===== src/rtl/kis_pkg.sv =====
package kis_pkg;

  localparam int KIND_W   = 3;
  localparam int SUBDIV_W = 6;
  localparam int CFG_IDX_W = 2;

  localparam logic [SUBDIV_W-1:0] SUBDIV_RESET = SUBDIV_W'(4);

  localparam logic [KIND_W-1:0] KIND_GRID = 3'd0;
  localparam logic [KIND_W-1:0] KIND_LOW  = 3'd1;
  localparam logic [KIND_W-1:0] KIND_HIGH = 3'd2;
  localparam logic [KIND_W-1:0] KIND_MINF = 3'd3;
  localparam logic [KIND_W-1:0] KIND_LAST = 3'd4;
  localparam logic [KIND_W-1:0] KIND_PINF = 3'd5;

  localparam logic [CFG_IDX_W-1:0] CFG_SUBDIV    = 2'd0;
  localparam logic [CFG_IDX_W-1:0] CFG_TRIM_LOW  = 2'd1;
  localparam logic [CFG_IDX_W-1:0] CFG_TRIM_HIGH = 2'd2;

endpackage


===== src/rtl/kis_ifs.sv =====
interface kis_knot_if #(
  parameter int COORD_WIDTH = 32
);
  logic                          valid;
  logic                          ready;
  logic signed [COORD_WIDTH-1:0] knot_value;
  logic                          final_knot;

  modport source (output valid, output knot_value, output final_knot, input ready);
  modport sink   (input valid, input knot_value, input final_knot, output ready);
endinterface

interface kis_point_if #(
  parameter int COORD_WIDTH = 32
);
  logic                          valid;
  logic                          ready;
  logic signed [COORD_WIDTH-1:0] coordinate;
  logic [kis_pkg::KIND_W-1:0]    point_kind;
  logic                          run_end;

  modport source (output valid, output coordinate, output point_kind, output run_end,
                  input ready);
  modport sink   (input valid, input coordinate, input point_kind, input run_end,
                  output ready);
endinterface

interface kis_cfg_if #(
  parameter int COORD_WIDTH = 32
);
  logic                          valid;
  logic                          ready;
  logic [kis_pkg::CFG_IDX_W-1:0] index;
  logic [COORD_WIDTH-1:0]        data;

  modport source (output valid, output index, output data, input ready);
  modport sink   (input valid, input index, input data, output ready);
endinterface


===== src/rtl/kis_div.sv =====
module kis_div #(
  parameter int DIVIDEND_W = 32,
  parameter int DIVISOR_W  = 6
) (
  input  logic                  clk,
  input  logic                  rst,
  input  logic                  start,
  input  logic [DIVIDEND_W-1:0] dividend,
  input  logic [DIVISOR_W-1:0]  divisor,
  output logic                  done,
  output logic [DIVIDEND_W-1:0] quotient
);

  localparam int CNT_W = (DIVIDEND_W > 1) ? $clog2(DIVIDEND_W) : 1;

  logic                  busy;
  logic [CNT_W-1:0]      cnt;
  logic [DIVISOR_W-1:0]  rem;
  logic [DIVISOR_W-1:0]  dvs;
  logic [DIVIDEND_W-1:0] quo;
  logic [DIVISOR_W:0]    rem_sh;
  logic [DIVISOR_W:0]    diff;

  assign rem_sh   = {rem, quo[DIVIDEND_W-1]};
  assign diff     = rem_sh - {1'b0, dvs};
  assign quotient = quo;

  always_ff @(posedge clk) begin
    if (rst) begin
      busy <= 1'b0;
      done <= 1'b0;
      cnt  <= '0;
    end else begin
      done <= 1'b0;
      if (start) begin
        busy <= 1'b1;
        cnt  <= CNT_W'(DIVIDEND_W - 1);
      end else if (busy) begin
        cnt <= cnt - 1'b1;
        if (cnt == '0) begin
          busy <= 1'b0;
          done <= 1'b1;
        end
      end
    end
  end

  always_ff @(posedge clk) begin
    if (start) begin
      rem <= '0;
      dvs <= divisor;
      quo <= dividend;
    end else if (busy) begin
      if (!diff[DIVISOR_W]) begin
        rem <= diff[DIVISOR_W-1:0];
        quo <= {quo[DIVIDEND_W-2:0], 1'b1};
      end else begin
        rem <= rem_sh[DIVISOR_W-1:0];
        quo <= {quo[DIVIDEND_W-2:0], 1'b0};
      end
    end
  end

endmodule


===== src/rtl/knot_interval_subdivider.sv =====
// Knot interval subdivider.
// knot_in carries one knot per beat (Q16.16 by default) with final_knot marking
// the last knot of a vector; pt_out carries the emitted points with point_kind
// and run_end set on the last point caused by a knot; cfg writes subdivisions,
// trim_low and trim_high by index and is always ready.
// The first knot of a vector gives a minus-infinity point through the S_MINF
// state and the output register. A knot above the previous one starts a
// radix-2 divider, then the sequencer walks the steps by adding the quotient,
// one point per cycle while the output register is free: subdivisions grid
// points, clamped to 1..MAX_SUBDIVISIONS, plus up to two trim points. A final
// knot adds the knot itself and a plus-infinity point.
// knot_in is ready only while the sequencer is idle.
// pt_out is driven from an output register: when the receiver stalls, the
// sequencer holds until the register frees, and the next knot may be taken
// while the last point still waits there.
// Reset is synchronous: config returns to subdivisions 4, trims 0, and a new
// vector begins.
module knot_interval_subdivider #(
  parameter int MAX_SUBDIVISIONS = 60,
  parameter int COORD_WIDTH      = 32
) (
  input  logic           clk,
  input  logic           rst,
  kis_knot_if.sink       knot_in,
  kis_point_if.source    pt_out,
  kis_cfg_if.sink        cfg
);

  localparam int STEP_W = $clog2(MAX_SUBDIVISIONS + 1);

  localparam logic [2:0] S_IDLE = 3'd0;
  localparam logic [2:0] S_DIV  = 3'd1;
  localparam logic [2:0] S_GRID = 3'd2;
  localparam logic [2:0] S_LOW  = 3'd3;
  localparam logic [2:0] S_HIGH = 3'd4;
  localparam logic [2:0] S_LAST = 3'd5;
  localparam logic [2:0] S_PINF = 3'd6;
  localparam logic [2:0] S_MINF = 3'd7;

  localparam logic signed [COORD_WIDTH-1:0] MIN_COORD = {1'b1, {(COORD_WIDTH-1){1'b0}}};
  localparam logic signed [COORD_WIDTH-1:0] MAX_COORD = ~MIN_COORD;

  logic [2:0]                       state;
  logic [kis_pkg::SUBDIV_W-1:0]     subdiv;
  logic signed [COORD_WIDTH-1:0]    trim_low;
  logic signed [COORD_WIDTH-1:0]    trim_high;
  logic signed [COORD_WIDTH-1:0]    prev_knot;
  logic                             started;
  logic                             low_pending;
  logic                             high_pending;
  logic signed [COORD_WIDTH-1:0]    knot;
  logic                             fin;
  logic [STEP_W-1:0]                steps;
  logic [STEP_W-1:0]                step_idx;
  logic [COORD_WIDTH-1:0]           delta;
  logic signed [COORD_WIDTH-1:0]    start_pt;
  logic signed [COORD_WIDTH-1:0]    end_pt;
  logic                             hit_high;

  logic                             ovalid;
  logic signed [COORD_WIDTH-1:0]    ocoord;
  logic [kis_pkg::KIND_W-1:0]       okind;
  logic                             orun_end;

  logic                             accept;
  logic                             slot_free;
  logic                             emit;
  logic                             rising;
  logic [STEP_W-1:0]                steps_eff;
  logic                             div_start;
  logic                             div_done;
  logic [COORD_WIDTH-1:0]           div_quo;
  logic                             low_hit;
  logic                             high_hit;
  logic                             last_step;

  assign knot_in.ready = (state == S_IDLE);
  assign accept        = knot_in.valid && knot_in.ready;
  assign slot_free     = !ovalid || pt_out.ready;
  assign emit          = slot_free && (state != S_IDLE) && (state != S_DIV);
  assign rising        = prev_knot < knot_in.knot_value;
  assign div_start     = accept && started && rising;

  assign cfg.ready = 1'b1;

  assign pt_out.valid      = ovalid;
  assign pt_out.coordinate = ocoord;
  assign pt_out.point_kind = okind;
  assign pt_out.run_end    = orun_end;

  always_comb begin
    if (subdiv == '0) begin
      steps_eff = STEP_W'(1);
    end else if (subdiv > kis_pkg::SUBDIV_W'(MAX_SUBDIVISIONS)) begin
      steps_eff = STEP_W'(MAX_SUBDIVISIONS);
    end else begin
      steps_eff = subdiv[STEP_W-1:0];
    end
  end

  assign low_hit   = low_pending && (start_pt < trim_low) && (trim_low < end_pt);
  assign high_hit  = high_pending && (start_pt < trim_high) && (trim_high < end_pt);
  assign last_step = (step_idx == steps - 1'b1);

  kis_div #(
    .DIVIDEND_W (COORD_WIDTH),
    .DIVISOR_W  (STEP_W)
  ) u_kis_div (
    .clk      (clk),
    .rst      (rst),
    .start    (div_start),
    .dividend (COORD_WIDTH'(knot_in.knot_value - prev_knot)),
    .divisor  (steps_eff),
    .done     (div_done),
    .quotient (div_quo)
  );

  always_ff @(posedge clk) begin
    if (rst) begin
      subdiv    <= kis_pkg::SUBDIV_RESET;
      trim_low  <= '0;
      trim_high <= '0;
    end else if (cfg.valid) begin
      unique case (cfg.index)
        kis_pkg::CFG_SUBDIV:    subdiv    <= cfg.data[kis_pkg::SUBDIV_W-1:0];
        kis_pkg::CFG_TRIM_LOW:  trim_low  <= $signed(cfg.data);
        kis_pkg::CFG_TRIM_HIGH: trim_high <= $signed(cfg.data);
        default: ;
      endcase
    end
  end

  always_ff @(posedge clk) begin
    if (rst) begin
      ovalid <= 1'b0;
    end else if (emit) begin
      ovalid <= 1'b1;
    end else if (pt_out.ready) begin
      ovalid <= 1'b0;
    end
  end

  always_ff @(posedge clk) begin
    if (rst) begin
      state        <= S_IDLE;
      prev_knot    <= '0;
      started      <= 1'b0;
      low_pending  <= 1'b1;
      high_pending <= 1'b1;
    end else begin
      unique case (state)
        S_IDLE: begin
          if (accept) begin
            knot  <= knot_in.knot_value;
            fin   <= knot_in.final_knot;
            steps <= steps_eff;
            if (!started) begin
              state <= S_MINF;
            end else if (rising) begin
              state <= S_DIV;
            end else if (knot_in.final_knot) begin
              state <= S_LAST;
            end
          end
        end
        S_DIV: begin
          if (div_done) begin
            delta    <= div_quo;
            start_pt <= prev_knot;
            end_pt   <= prev_knot + $signed(div_quo);
            step_idx <= '0;
            state    <= S_GRID;
          end
        end
        S_GRID: begin
          if (slot_free) begin
            ocoord   <= start_pt;
            okind    <= kis_pkg::KIND_GRID;
            orun_end <= last_step && !low_hit && !high_hit && !fin;
            hit_high <= high_hit;
            if (low_hit) begin
              state <= S_LOW;
            end else if (high_hit) begin
              state <= S_HIGH;
            end else if (last_step) begin
              prev_knot <= knot;
              state     <= fin ? S_LAST : S_IDLE;
            end else begin
              step_idx <= step_idx + 1'b1;
              start_pt <= end_pt;
              end_pt   <= end_pt + $signed(delta);
            end
          end
        end
        S_LOW: begin
          if (slot_free) begin
            ocoord      <= trim_low;
            okind       <= kis_pkg::KIND_LOW;
            orun_end    <= last_step && !hit_high && !fin;
            low_pending <= 1'b0;
            if (hit_high) begin
              state <= S_HIGH;
            end else if (last_step) begin
              prev_knot <= knot;
              state     <= fin ? S_LAST : S_IDLE;
            end else begin
              step_idx <= step_idx + 1'b1;
              start_pt <= end_pt;
              end_pt   <= end_pt + $signed(delta);
              state    <= S_GRID;
            end
          end
        end
        S_HIGH: begin
          if (slot_free) begin
            ocoord       <= trim_high;
            okind        <= kis_pkg::KIND_HIGH;
            orun_end     <= last_step && !fin;
            high_pending <= 1'b0;
            if (last_step) begin
              prev_knot <= knot;
              state     <= fin ? S_LAST : S_IDLE;
            end else begin
              step_idx <= step_idx + 1'b1;
              start_pt <= end_pt;
              end_pt   <= end_pt + $signed(delta);
              state    <= S_GRID;
            end
          end
        end
        S_MINF: begin
          if (slot_free) begin
            ocoord    <= MIN_COORD;
            okind     <= kis_pkg::KIND_MINF;
            orun_end  <= !fin;
            started   <= 1'b1;
            prev_knot <= knot;
            state     <= fin ? S_LAST : S_IDLE;
          end
        end
        S_LAST: begin
          if (slot_free) begin
            ocoord   <= knot;
            okind    <= kis_pkg::KIND_LAST;
            orun_end <= 1'b0;
            state    <= S_PINF;
          end
        end
        S_PINF: begin
          if (slot_free) begin
            ocoord       <= MAX_COORD;
            okind        <= kis_pkg::KIND_PINF;
            orun_end     <= 1'b1;
            started      <= 1'b0;
            low_pending  <= 1'b1;
            high_pending <= 1'b1;
            state        <= S_IDLE;
          end
        end
        default: state <= S_IDLE;
      endcase
    end
  end

endmodule


===== src/flat_wrapper.sv =====
// flat-port wrapper written by rule: the top's interface ports become plain ports
module knot_interval_subdivider_flat 
#(
  parameter int MAX_SUBDIVISIONS = 60,
  parameter int COORD_WIDTH      = 32
)
  (clk, rst, knot_in_valid, knot_in_knot_value, knot_in_final_knot, knot_in_ready, pt_out_valid, pt_out_coordinate, pt_out_point_kind, pt_out_run_end, pt_out_ready, cfg_valid, cfg_index, cfg_data, cfg_ready);
  kis_knot_if #(.COORD_WIDTH(COORD_WIDTH)) knot_in_i ();
  kis_point_if #(.COORD_WIDTH(COORD_WIDTH)) pt_out_i ();
  kis_cfg_if #(.COORD_WIDTH(COORD_WIDTH)) cfg_i ();
  input  logic clk;
  input  logic rst;
  input wire logic [$bits(knot_in_i.valid)-1:0] knot_in_valid;
  input wire logic [$bits(knot_in_i.knot_value)-1:0] knot_in_knot_value;
  input wire logic [$bits(knot_in_i.final_knot)-1:0] knot_in_final_knot;
  output wire logic [$bits(knot_in_i.ready)-1:0] knot_in_ready;
  output wire logic [$bits(pt_out_i.valid)-1:0] pt_out_valid;
  output wire logic [$bits(pt_out_i.coordinate)-1:0] pt_out_coordinate;
  output wire logic [$bits(pt_out_i.point_kind)-1:0] pt_out_point_kind;
  output wire logic [$bits(pt_out_i.run_end)-1:0] pt_out_run_end;
  input wire logic [$bits(pt_out_i.ready)-1:0] pt_out_ready;
  input wire logic [$bits(cfg_i.valid)-1:0] cfg_valid;
  input wire logic [$bits(cfg_i.index)-1:0] cfg_index;
  input wire logic [$bits(cfg_i.data)-1:0] cfg_data;
  output wire logic [$bits(cfg_i.ready)-1:0] cfg_ready;
  assign knot_in_i.valid = knot_in_valid;
  assign knot_in_i.knot_value = knot_in_knot_value;
  assign knot_in_i.final_knot = knot_in_final_knot;
  assign knot_in_ready = knot_in_i.ready;
  assign pt_out_valid = pt_out_i.valid;
  assign pt_out_coordinate = pt_out_i.coordinate;
  assign pt_out_point_kind = pt_out_i.point_kind;
  assign pt_out_run_end = pt_out_i.run_end;
  assign pt_out_i.ready = pt_out_ready;
  assign cfg_i.valid = cfg_valid;
  assign cfg_i.index = cfg_index;
  assign cfg_i.data = cfg_data;
  assign cfg_ready = cfg_i.ready;
  knot_interval_subdivider #(.MAX_SUBDIVISIONS(MAX_SUBDIVISIONS), .COORD_WIDTH(COORD_WIDTH)) u_core (.clk(clk), .rst(rst), .knot_in(knot_in_i), .pt_out(pt_out_i), .cfg(cfg_i));
endmodule

===== config.mk =====
export PLATFORM = sky130hd
export DESIGN_NAME = knot_interval_subdivider_flat
export DESIGN_NICKNAME = d
export VERILOG_FILES = /design/src/rtl/kis_pkg.sv /design/src/rtl/kis_ifs.sv /design/src/rtl/kis_div.sv /design/src/rtl/knot_interval_subdivider.sv /design/src/flat_wrapper.sv
export SDC_FILE = /design/constraint.sdc
export NUM_CORES = 1
export LEC_CHECK = 0
export ABC_AREA = 1
export BUFFER_PORTS_ARGS = -buffer_cell sky130_fd_sc_hd__buf_2
export CELL_PAD_IN_SITES_DETAIL_PLACEMENT = 1
export CELL_PAD_IN_SITES_GLOBAL_PLACEMENT = 1
export CORE_ASPECT_RATIO = 0.75
export CORE_MARGIN = 4
export CORE_UTILIZATION = 40
export CTS_BUF_LIST = sky130_fd_sc_hd__clkbuf_4 sky130_fd_sc_hd__clkbuf_8
export DETAILED_ROUTE_END_ITERATION = 7
export GPL_TIMING_DRIVEN = 0
export PLACE_DENSITY = 0.69
export SYNTH_ARGS = -nofsm -noshare
export SYNTH_HDL_FRONTEND = slang
export SYNTH_SLANG_ARGS = --single-unit

===== constraint.sdc =====
create_clock -name clk -period 14.2 [get_ports clk]
set_input_delay 2.13 -clock clk [delete_from_list [all_inputs] [get_ports clk]]
set_output_delay 2.13 -clock clk [all_outputs]
set_load 0.01 [all_outputs]

==> out/results.md, run 1 <==
## Outcome
- finished clean — run status

## Critical path
- nor3_2 — Slowest-stage cell, CP
- rst — Worst setup startpoint
- buf_2 -> clkinv_1 -> clkbuf_1 -> nand4_1 -> nor3_2 -> buf_8 -> buf_6 -> buf_6 -> buf_6 — ordered list of cells on the worst path
- 0.86 ns — biggest cell delay along the critical path
- 12 — maximum fanout along the worst path
- input port — crit start category
- 7 — count of buffering cells on the critical path with inverters included
- 14.55 ns — WP data required
- u_core.end_pt[31] — launch instance of the worst register-to-register path
- buf_6 — Critical Path Most Common Cell
- flip-flop — crit end category
- input port to flip-flop — critical path class
- 9.80 ns — R2R setup slack
- buffers and inverters — category of cells accounting for the largest share of critical-path delay
- 5.23 ns — Crit path arrival time

## Synthesis
- 40.57% — register area share after synthesis
- 0% — async set-reset flop share out of synthesis
- 0.04548% — fraction of synthesized area in multiplexers
- 13.32% — area share of fa/ha/maj cells after synthesis
- 57 — unique cell type count in the Yosys netlist
- 8.137 sq um — average instance area after synthesis
- 2705 — Mapped Cells
- 0 — yosys synthesis warning count
- 3009 — Post-Synthesis Net Count
- 2.700% — Post-Synth XOR/XNOR Area
- 216 — count of flip-flops with a built-in enable after synthesis
- 338 — flip-flop and latch count after synthesis
- edfxtp_1 — Synth Flop Type
- 22010 sq um — summed instance area of the synthesized netlist
- 17.23% — simple-gate share of the synthesized area
- compound AO/OA/AOI/OAI gates — dominant combinational cell family by area after synthesis
- 18.36% — compound-gate portion of the synthesized area

## Floorplanning
- 40.43% — effective utilization at floorplan
- 211.1 um — y dimension of the die
- 278.9 um — x dimension of the die
- 54440 sq um — area inside the core boundary
- 58880 sq um — floorplan die area
- 74 — number of placement rows
- 111 — count of boundary I/O pins

## Layout
- 8929 sq um — area taken by flip-flops and latches
- 11400 sq um — Multi-input gate area
- nand2_1 — most common cell after layout, fill and taps aside
- 3661 — non-filler cells, final
- 13.55% — Layout Area Growth over Synthesis
- 10.24% — fraction of final layout cells sized beyond drive strength 1
- 45.90% — Final Util
- 6618 — fill cell instance count of the final layout
- 3193 — count of nets after finishing
- 0 — number of antenna repair diodes
- 24990 sq um — final standard cell area without fillers
- nand2_1, a21oi_1, inv_1, nor2_1, o21ai_0 — highest-count cells in the layout ignoring fill and taps

## Timing
- 4.880 ns — Final min period
- 0 — final setup violating endpoints
- 204.9 MHz — Highest Clock Rate
- 0 — total count of max-transition violations in the final report
- 26.65% — Slew HR
- 1.098 ns — transition time at the pin with the least slew margin
- 0.04884 ns — Post-Route Skew
- 34.37% — portion of the clock cycle consumed by the worst path in the final layout
- no — setup repair after global routing missed its margin
- 0 ns — setup TNS
- 9.320 ns — Final WS setup
- 0 — number of failing hold endpoints at the final stage

## Drt
- 1605 — First DRT Iteration DRCs
- 0 — count of antenna-violating nets left after detailed routing
- 20350 — Vias
- 84530 um — overall routed net length
- 23.09 um — Routed wire per std cell
- 5 — first-pass iteration count of the detailed router
- 0 — DRC violation count after routing
- 5.558 — via density per instance

## Global route
- 33 — largest net degree at the start of global routing
- 20900 — number of global-route vias before repair
- 28.14% — overall routing resource usage
- 0 — number of antenna violations at the first check in global routing
- 0 — remaining global-route overflow
- 126500 um — wire length of the first global-routing pass

## Clocking
- 0.69 ns — clock network latency to the later pin of the worst-skew pair
- 0.07 ns — clk slew on worst S/H paths
- 0 — post-cts hold buffer count
- 0 — Resize count post-CTS
- 2 — H-tree level count
- 58 — total CTS buffers
- 338 — CTS sink count
- 0 — post-CTS setup buffer count
- 3 — maximum clock path buffer count
- clkbuf_8 — master cell of the clock root buffer
- done — CTS tree

## Pwr
- 10.78 nW — Pleak
- 174.9 nW/um^2 — P per Cell Area
- 0.06675 mV — highest ir drop seen on vdd

## Worst hold path
- u_core.low_pending — Hold Path Origin
- flip-flop to flip-flop — worst min path class

## Placement
- 69070 um — final HPWL from detailed placement
- 0.9509 — Final GP Congestion
- 109 — buffers added on ports
- 3551 — DP Cell Count
- 8.235 ns — Placement Setup Slack
- 23650 sq um — placed instance area

## Run
- 0 — max-cap violations

-- state kept, by name, indices dropped and copies added, names as in the netlist, 32 cells and up --
name                       count
u_core.delta                  32
u_core.end_pt                 32
u_core.knot                   32
u_core.prev_knot              32
u_core.pt_out.coordinate      32
u_core.start_pt               32
u_core.trim_high              32
u_core.trim_low               32
u_core.u_kis_div.quotient     32
-- per-layer routing --
layer  GRT usage (%)  part of all wire, %  routed length, um  vias up
met5               0                    0                  0        -
met4           7.425                  2.4               2061        0
met3           4.011                  6.8               5789       96
met2           42.27                   42              35340      597
met1           42.52                   49              41340    10010
li1                -                    -                  -     9651
-- final cells by class --
class,instances,share of cell area (%)
inverters,337,5.062
plain buffers,78,1.772
repair buffers,124,2.839
clock inverters,32,1.452
well taps,722,3.615
flip-flops and latches,338,35.73
clock buffers,78,3.920
multi-input cells,1952,45.61
-- power breakdown --
| part | internal [mW] | total (mW) | switching [mW] | leakage [nW] |
|---|---|---|---|---|
| clock network | 0.597 | 1.04 | 0.447 | 0.707 |
| registers | 1.31 | 1.53 | 0.225 | 2.99 |
| logic | 0.571 | 1.79 | 1.22 | 7.08 |
-- worst paths after layout --
kind / end / cells after the start
worst max-delay path: u_core.end_pt[4] / 9
worst min-delay path: u_core.low_pending / 2
worst max register to register: u_core.end_pt[4] / 18
worst min register to register: u_core.low_pending / 2
-- through the flow --
stage	total power, mW	hold WS, ns
detailed placement	3.301	0.4730
floorplan	2.564	0.4444
global route	4.648	0.5103
global placement	3.222	0.4739
finish	4.370	0.4794
CTS	4.362	0.4838
-- worst min-delay path, stage by stage (launching register included) --
cell and delay, ns:
dfxtp_1 0.32, o21ai_0 0.07, nand2_1 0.05
-- Yosys cell counts, drive strengths merged, types with 15 or more instances --
cell	n	area, sq um
a21oi	346	1743
a31oi	19	118.9
buf	21	208.9
clkbuf	57	234.0
dfxtp	122	2442
edfxtp	216	6486
ha	228	2853
inv	334	1254
nand2	479	1836
nand3	98	503.0
nand4	17	106.4
nor2	264	1017
nor3	30	161.4
o21a	15	112.6
o21ai	272	1425
o22ai	29	181.4
xnor2	30	262.8
xor2	37	331.6
-- logic make-up after synthesis --
logic type | after synthesis
and+or+nand+nor | 912
adders and majority gates | 232
DFF | 338
xor gates and xnor gates | 67
muxes | 1
buffers and inverters | 415
other | 1
AOI/OAI and AO/OA | 739
Power figures use the tool's default switching activity.
==> run 2: changes to the inputs <==
Clock period 14.2 ns to 4.8 ns, I/O delays scaled along.
==> run 2 against run 1 <==
  * Critical path depth increased by 7
  * Worst hold slack lost 0.24 ns
  * Routed wire length about the same
  * Global-route usage is 0.089 points lower
  * Highest routed layer unchanged
==> out/results.md, run 2 (same netlist as run 1, synthesis figures left out) <==
## Placement
- 0.9542 — Final GP Congestion
- 68900 um — final HPWL from detailed placement
- 109 — buffers added on ports
- 0.2264 ns — Placement Setup Slack
- 23660 sq um — placed instance area

## Global route
- 20840 — number of global-route vias before repair
- 0 — number of antenna violations at the first check in global routing
- 125900 um — wire length of the first global-routing pass
- 33 — largest net degree at the start of global routing
- 28.05% — overall routing resource usage
- 0 — remaining global-route overflow

## Timing
- 84.67% — portion of the clock cycle consumed by the worst path in the final layout
- 36.87% — Slew HR
- 4.064 ns — Final min period
- 246.1 MHz — Highest Clock Rate
- 0 ns — setup TNS
- no — setup repair after global routing missed its margin
- 0.03317 ns — Post-Route Skew
- 0 — final setup violating endpoints
- 0.7359 ns — Final WS setup
- 0.9470 ns — transition time at the pin with the least slew margin
- 0 — number of failing hold endpoints at the final stage
- 0 — total count of max-transition violations in the final report

## Pwr
- 0.1939 mV — highest ir drop seen on vdd
- 516.4 nW/um^2 — P per Cell Area
- 41.2% — combinational cell fraction of total power
- 43.44% — switching part of the total power
- 5.609 mW — switching power
- 7.302 mW — cell-internal power
- 23.7% — share of total power in the clock network
- 10.76 nW — Pleak
- 35.2% — share of total power in sequential cells

## Floorplanning
- 211.1 um — y dimension of the die
- 74 — number of placement rows
- 40.43% — effective utilization at floorplan
- 58880 sq um — floorplan die area
- 278.9 um — x dimension of the die
- 54440 sq um — area inside the core boundary
- 111 — count of boundary I/O pins

## Critical path
- u_core.end_pt[6] — worst reg2reg path endpoint
- 0.79 ns — biggest cell delay along the critical path
- flip-flop — crit end category
- u_core.end_pt[12] — Worst setup startpoint
- 16 — worst reg-to-reg path cell count
- inv_1 -> ha_1 -> nand2_1 -> nor4_1 -> nand2_1 -> nand2_1 -> nand2_1 -> nand2_1 -> nand2_1 -> nand3_1 -> nor2_4 -> nand2_4 -> nand4_1 -> nor3_4 -> buf_16 -> buf_8 — ordered list of cells on the worst path
- nand2_1 — Critical Path Most Common Cell
- u_core.end_pt[6] — capture point of the critical path
- u_core.end_pt[12] — launch instance of the worst register-to-register path
- flip-flop — crit start category
- 4.43 ns — Crit path arrival time
- 5.17 ns — WP data required
- 19 — maximum fanout along the worst path
- flip-flop to flip-flop — critical path class
- nor3_4 — Slowest-stage cell, CP
- 0.74 ns — R2R setup slack

## Layout
- nand2_1, a21oi_1, inv_1, nor2_1, o21ai_0 — highest-count cells in the layout ignoring fill and taps
- 10.19% — fraction of final layout cells sized beyond drive strength 1
- 3189 — count of nets after finishing
- 13.60% — Layout Area Growth over Synthesis
- nand2_1 — most common cell after layout, fill and taps aside
- 25000 sq um — final standard cell area without fillers

## Clocking
- 2 — H-tree level count
- 338 — CTS sink count
- 0.06 ns — clk slew on worst S/H paths
- done — CTS tree
- 59 — total CTS buffers
- 0 — post-cts hold buffer count
- 0 — Resize count post-CTS
- clkbuf_8 — master cell of the clock root buffer
- 0.68 ns — clock network latency to the later pin of the worst-skew pair
- 0 — post-CTS setup buffer count
- 3 — maximum clock path buffer count

## Worst hold path
- 1 — Hold Path Stages
- input port to flip-flop — worst min path class

## Drt
- 23.11 um — Routed wire per std cell
- 5.616 — via density per instance
- 0 — DRC violation count after routing
- 6 — first-pass iteration count of the detailed router
- 20540 — Vias
- 1652 — First DRT Iteration DRCs
- 84530 um — overall routed net length
- 0 — count of antenna-violating nets left after detailed routing

## Run
- 0 — max-cap violations

## Outcome
- finished clean — run status

run 2: per-stage QoR:
step	power (mW)	std cells	utilization (%)	hold WS [ns]
2_1_floorplan	7.563	2705	-	0.4444
3_3_place_gp	9.490	3536	43.11	0.4722
3_5_place_dp	9.784	3546	43.46	0.4728
4_1_cts	12.88	3657	45.92	0.1931
5_1_grt	13.71	3657	45.92	0.2184
6_report	12.91	3658	45.93	0.2389
run 2: worst max-delay path, delay by kind of cell, from the launching register on:
kind | cells | cell delay [ns]
adder cells (fa/ha/maj) | 1 | 0.32
flip-flops | 1 | 0.63
AND/OR/NAND/NOR | 12 | 2.13
buffers and inverters | 3 | 0.64
run 2: power by group through the flow:
stage                     clock network [mW]  logic [mW]  registers, mW
after global routing                    3.25        5.91           4.55
after detailed placement                   0        5.24           4.54
final                                   3.05        5.32           4.54
after floorplan                            0        3.32           4.24
after global placement                     0        4.92           4.57
after CTS                               3.11        5.29           4.49
run 2: layout make-up:
type,instances,area [sq um]
Buffer,78,442.9
Tap cell,722,903.4
Sequential cell,338,8929
Fill cell,6646,29440
Antenna cell,1,2.502
Clock inverter,22,235.2
Multi-Input combinational cell,1952,11420
Inverter,337,1265
Clock buffer,89,1100
Timing Repair Buffer,119,706.9
run 2: worst min-delay path by stage:
stage / from / endpoint / slack, ns
CTS: knot_in_knot_value[5] / u_core.knot[5] / 0.19
global route: knot_in_knot_value[6] / u_core.knot[6] / 0.22
finish: knot_in_knot_value[6] / u_core.knot[6] / 0.24
floorplan: u_core.subdiv[1] / u_core.subdiv[1] / 0.44
detailed placement: u_core.low_pending / u_core.low_pending / 0.47
global placement: u_core.subdiv[1] / u_core.subdiv[1] / 0.47
run 2: layer usage:
layer | vias to the layer above | global-route usage (%) | wire [um]
met4 | 0 | 7.949 | 2277
met1 | 10180 | 42.53 | 41650
met5 | - | 0 | 0
met3 | 114 | 3.746 | 5150
met2 | 602 | 41.91 | 35450
li1 | 9650 | - | -
==> run 3: changes to the inputs <==
Settings changed: ABC_AREA 1 to 0, PLACE_DENSITY 0.69 to 0.68.
Clock period 4.8 ns to 3.89 ns, I/O delays scaled along.
==> run 3 against run 2 <==
  * The run now ends with negative setup slack left
  * Maximum frequency up 2.9%
  * Sequential share of layout area increased by 0.57 points
  * First-iteration DRC count up 3.2%
  * Via count decreased by 7.7%
  * Clock-buffer cell count fell by 8
  * Routed wire length down 6.9%
  * Clock skew is 0.0055 ns lower
  * Synthesized cell count is 12% lower
  * Clock power is 7% higher
  * Cell count decreased by 9.1%
  * Non-clock buffer count rose by 19
  * Largest cell class unchanged
  * Largest power group unchanged
==> out/results.md, run 3 <==
## Pwr
- 9.667 nW — Pleak
- 18.7% — share of total power in the clock network
- 48.8% — combinational cell fraction of total power
- 7.700 mW — switching power
- 32.5% — share of total power in sequential cells
- 0.2518 mV — highest ir drop seen on vdd
- 44.38% — switching part of the total power
- 9.650 mW — cell-internal power
- 704.9 nW/um^2 — P per Cell Area

## Outcome
- complete, but fails checks — run status
- negative setup slack — failing checks

## Floorplanning
- 58070 sq um — floorplan die area
- 73 — number of placement rows
- 111 — count of boundary I/O pins
- 276.9 um — x dimension of the die
- 53340 sq um — area inside the core boundary
- 40.68% — effective utilization at floorplan
- 209.7 um — y dimension of the die

## Placement
- 108 — buffers added on ports
- 63880 um — final HPWL from detailed placement
- -1.300 ns — Placement Setup Slack
- 23310 sq um — placed instance area
- 0.8943 — Final GP Congestion

## Layout
- nand2_1, ha_1, a21oi_1, edfxtp_1, inv_1 — highest-count cells in the layout ignoring fill and taps
- 46.14% — Final Util
- 2866 — count of nets after finishing
- nand2_1 — most common cell after layout, fill and taps aside
- 13.43% — Layout Area Growth over Synthesis
- 10.31% — fraction of final layout cells sized beyond drive strength 1
- 24610 sq um — final standard cell area without fillers

## Critical path
- 19 — maximum fanout along the worst path
- 4.36 ns — Crit path arrival time
- flip-flop — crit start category
- u_core.end_pt[6] — Worst setup startpoint
- u_core.end_pt[6] — launch instance of the worst register-to-register path
- 4.31 ns — WP data required
- flip-flop — crit end category
- flip-flop to flip-flop — critical path class

## Timing
- yes — setup repair after global routing missed its margin
- 0.02769 ns — Post-Route Skew
- 1.189 ns — transition time at the pin with the least slew margin
- 0 — total count of max-transition violations in the final report
- 0 — number of failing hold endpoints at the final stage
- 32 — final setup violating endpoints
- -0.05780 ns — Final WS setup
- 3.948 ns — Final min period
- 253.3 MHz — Highest Clock Rate
- 101.5% — portion of the clock cycle consumed by the worst path in the final layout
- 20.54% — Slew HR

## Global route
- 34 — largest net degree at the start of global routing
- 26.44% — overall routing resource usage
- 19410 — number of global-route vias before repair
- 3 — number of antenna violations at the first check in global routing
- 0 — remaining global-route overflow
- 119000 um — wire length of the first global-routing pass

## Clocking
- 2 — H-tree level count
- 0.67 ns — clock network latency to the later pin of the worst-skew pair
- done — CTS tree
- 3 — maximum clock path buffer count
- clkbuf_8 — master cell of the clock root buffer
- 57 — total CTS buffers
- 338 — CTS sink count
- 0.06 ns — clk slew on worst S/H paths

## Drt
- 23.67 um — Routed wire per std cell
- 5.703 — via density per instance
- 4 — first-pass iteration count of the detailed router
- 0 — DRC violation count after routing
- 18960 — Vias
- 0 — count of antenna-violating nets left after detailed routing
- 78690 um — overall routed net length
- 1705 — First DRT Iteration DRCs

## Run
- 0 — max-cap violations

## Synthesis
- 86 — unique cell type count in the Yosys netlist
- 2684 — Post-Synthesis Net Count
- nand2_1, a21oi_1, ha_1 — most frequent cells after synthesis
- 21700 sq um — summed instance area of the synthesized netlist
- edfxtp_1 — Synth Flop Type
- 41.15% — register area share after synthesis
- 29.89% — post-synth top area share
- 216 — count of flip-flops with a built-in enable after synthesis
- 2380 — Mapped Cells
- edfxtp_1, ha_1, dfxtp_1 — top cells by area, synth
- edfxtp_1 — largest area contributor in the netlist
- 0% — async set-reset flop share out of synthesis
- nand2_1 — most frequent cell after synthesis
- 0 — yosys synthesis warning count
- 338 — flip-flop and latch count after synthesis
- 9.116 sq um — average instance area after synthesis

## Worst hold path
- input port to flip-flop — worst min path class
- knot_in_knot_value[15] — Hold Path Origin

[run 3: changes by cell type after synthesis, moves of 39 or more]
cell     delta
a21o_1     +49
a21oi_1   -116
inv_1     -158
mux2i_1    +55
nand2_1    -98
nand3_1    -68
nor2_1    -144
nor2b_1    +51
o21ai_0    -94
o22ai_1    +39
[run 3: timing repair]
action,in CTS,in global routing
resized for setup,14,14
buffers inserted,2,3
setup endpoints to repair,156,125
hold buffers,0,0
pin swaps,1,4
gates cloned,3,0
[run 3: final timing paths]
check | slack, ns | to | cells after the start
max | -0.06 | u_core.end_pt[16] | 12
min | 0.11 | u_core.knot[15] | 1
max reg2reg | -0.06 | u_core.end_pt[16] | 12
min reg2reg | 0.50 | u_core.delta[25] | 0
[run 3: final cells by class]
cell class,instances,area (sq um)
well taps,712,890.9
multi-input cells,1776,11890
inverters,173,649.4
plain buffers,96,400.4
clock buffers,81,996.0
repair buffers,120,718.2
clock inverters,26,133.9
flip-flops and latches,338,8930
fillers,6261,28730
diodes,2,5.005
[run 3: power by group through the flow]
stage	logic, mW	clock network [mW]	registers (mW)
global route	9.34	3.48	5.68
floorplan	5.63	0	5.32
detailed placement	8.29	0	5.67
finish	8.46	3.25	5.64
CTS	8.39	3.32	5.60
global placement	7.84	0	5.68
[run 3: critical path, stage by stage (launching register included)]
cell and delay, ns:
edfxtp_1 0.44, inv_1 0.17, ha_1 0.28, a21o_1 0.19, a2111oi_0 0.44, o21ai_0 0.29, a211oi_2 0.34, o211ai_1 0.28
or2_2 0.44, a41oi_2 0.36, nor3_4 0.10, buf_16 0.18, buf_8 0.17
[run 3: through the flow]
stage                     hold WS, ns  total power, mW  cells  TNS, ns
after global routing          0.07148            18.50   3323  -0.1692
final                          0.1104            17.35   3324   -1.405
after floorplan                0.4528            10.96   2380   -11.24
after detailed placement       0.4907            13.97   3207   -99.24
after global placement         0.4791            13.52   3200  -229.07
after CTS                     0.05322            17.31   3319        0
[run 3: routing by layer]
| layer | track usage [%] | up-vias | routed length (um) |
|---|---|---|---|
| li1 | - | 8954 | - |
| met1 | 41.11 | 9377 | 40210 |
| met3 | 3.036 | 93 | 4422 |
| met5 | 0 | - | 0 |
| met4 | 6.585 | 0 | 1728 |
| met2 | 38.98 | 532 | 32330 |
[run 3: kinds of logic (layout without fill, tap and decap cells)]
family	Yosys count	after routing	share of synthesized area, %
simple gates	709	712	14.69
compound gates	677	677	19.27
flops	338	338	41.15
buf+inv	269	496	4.786
fa+ha+maj	232	232	13.52
xor+xnor	96	96	3.875
mux	58	58	2.687
other cells	1	3	0.01728
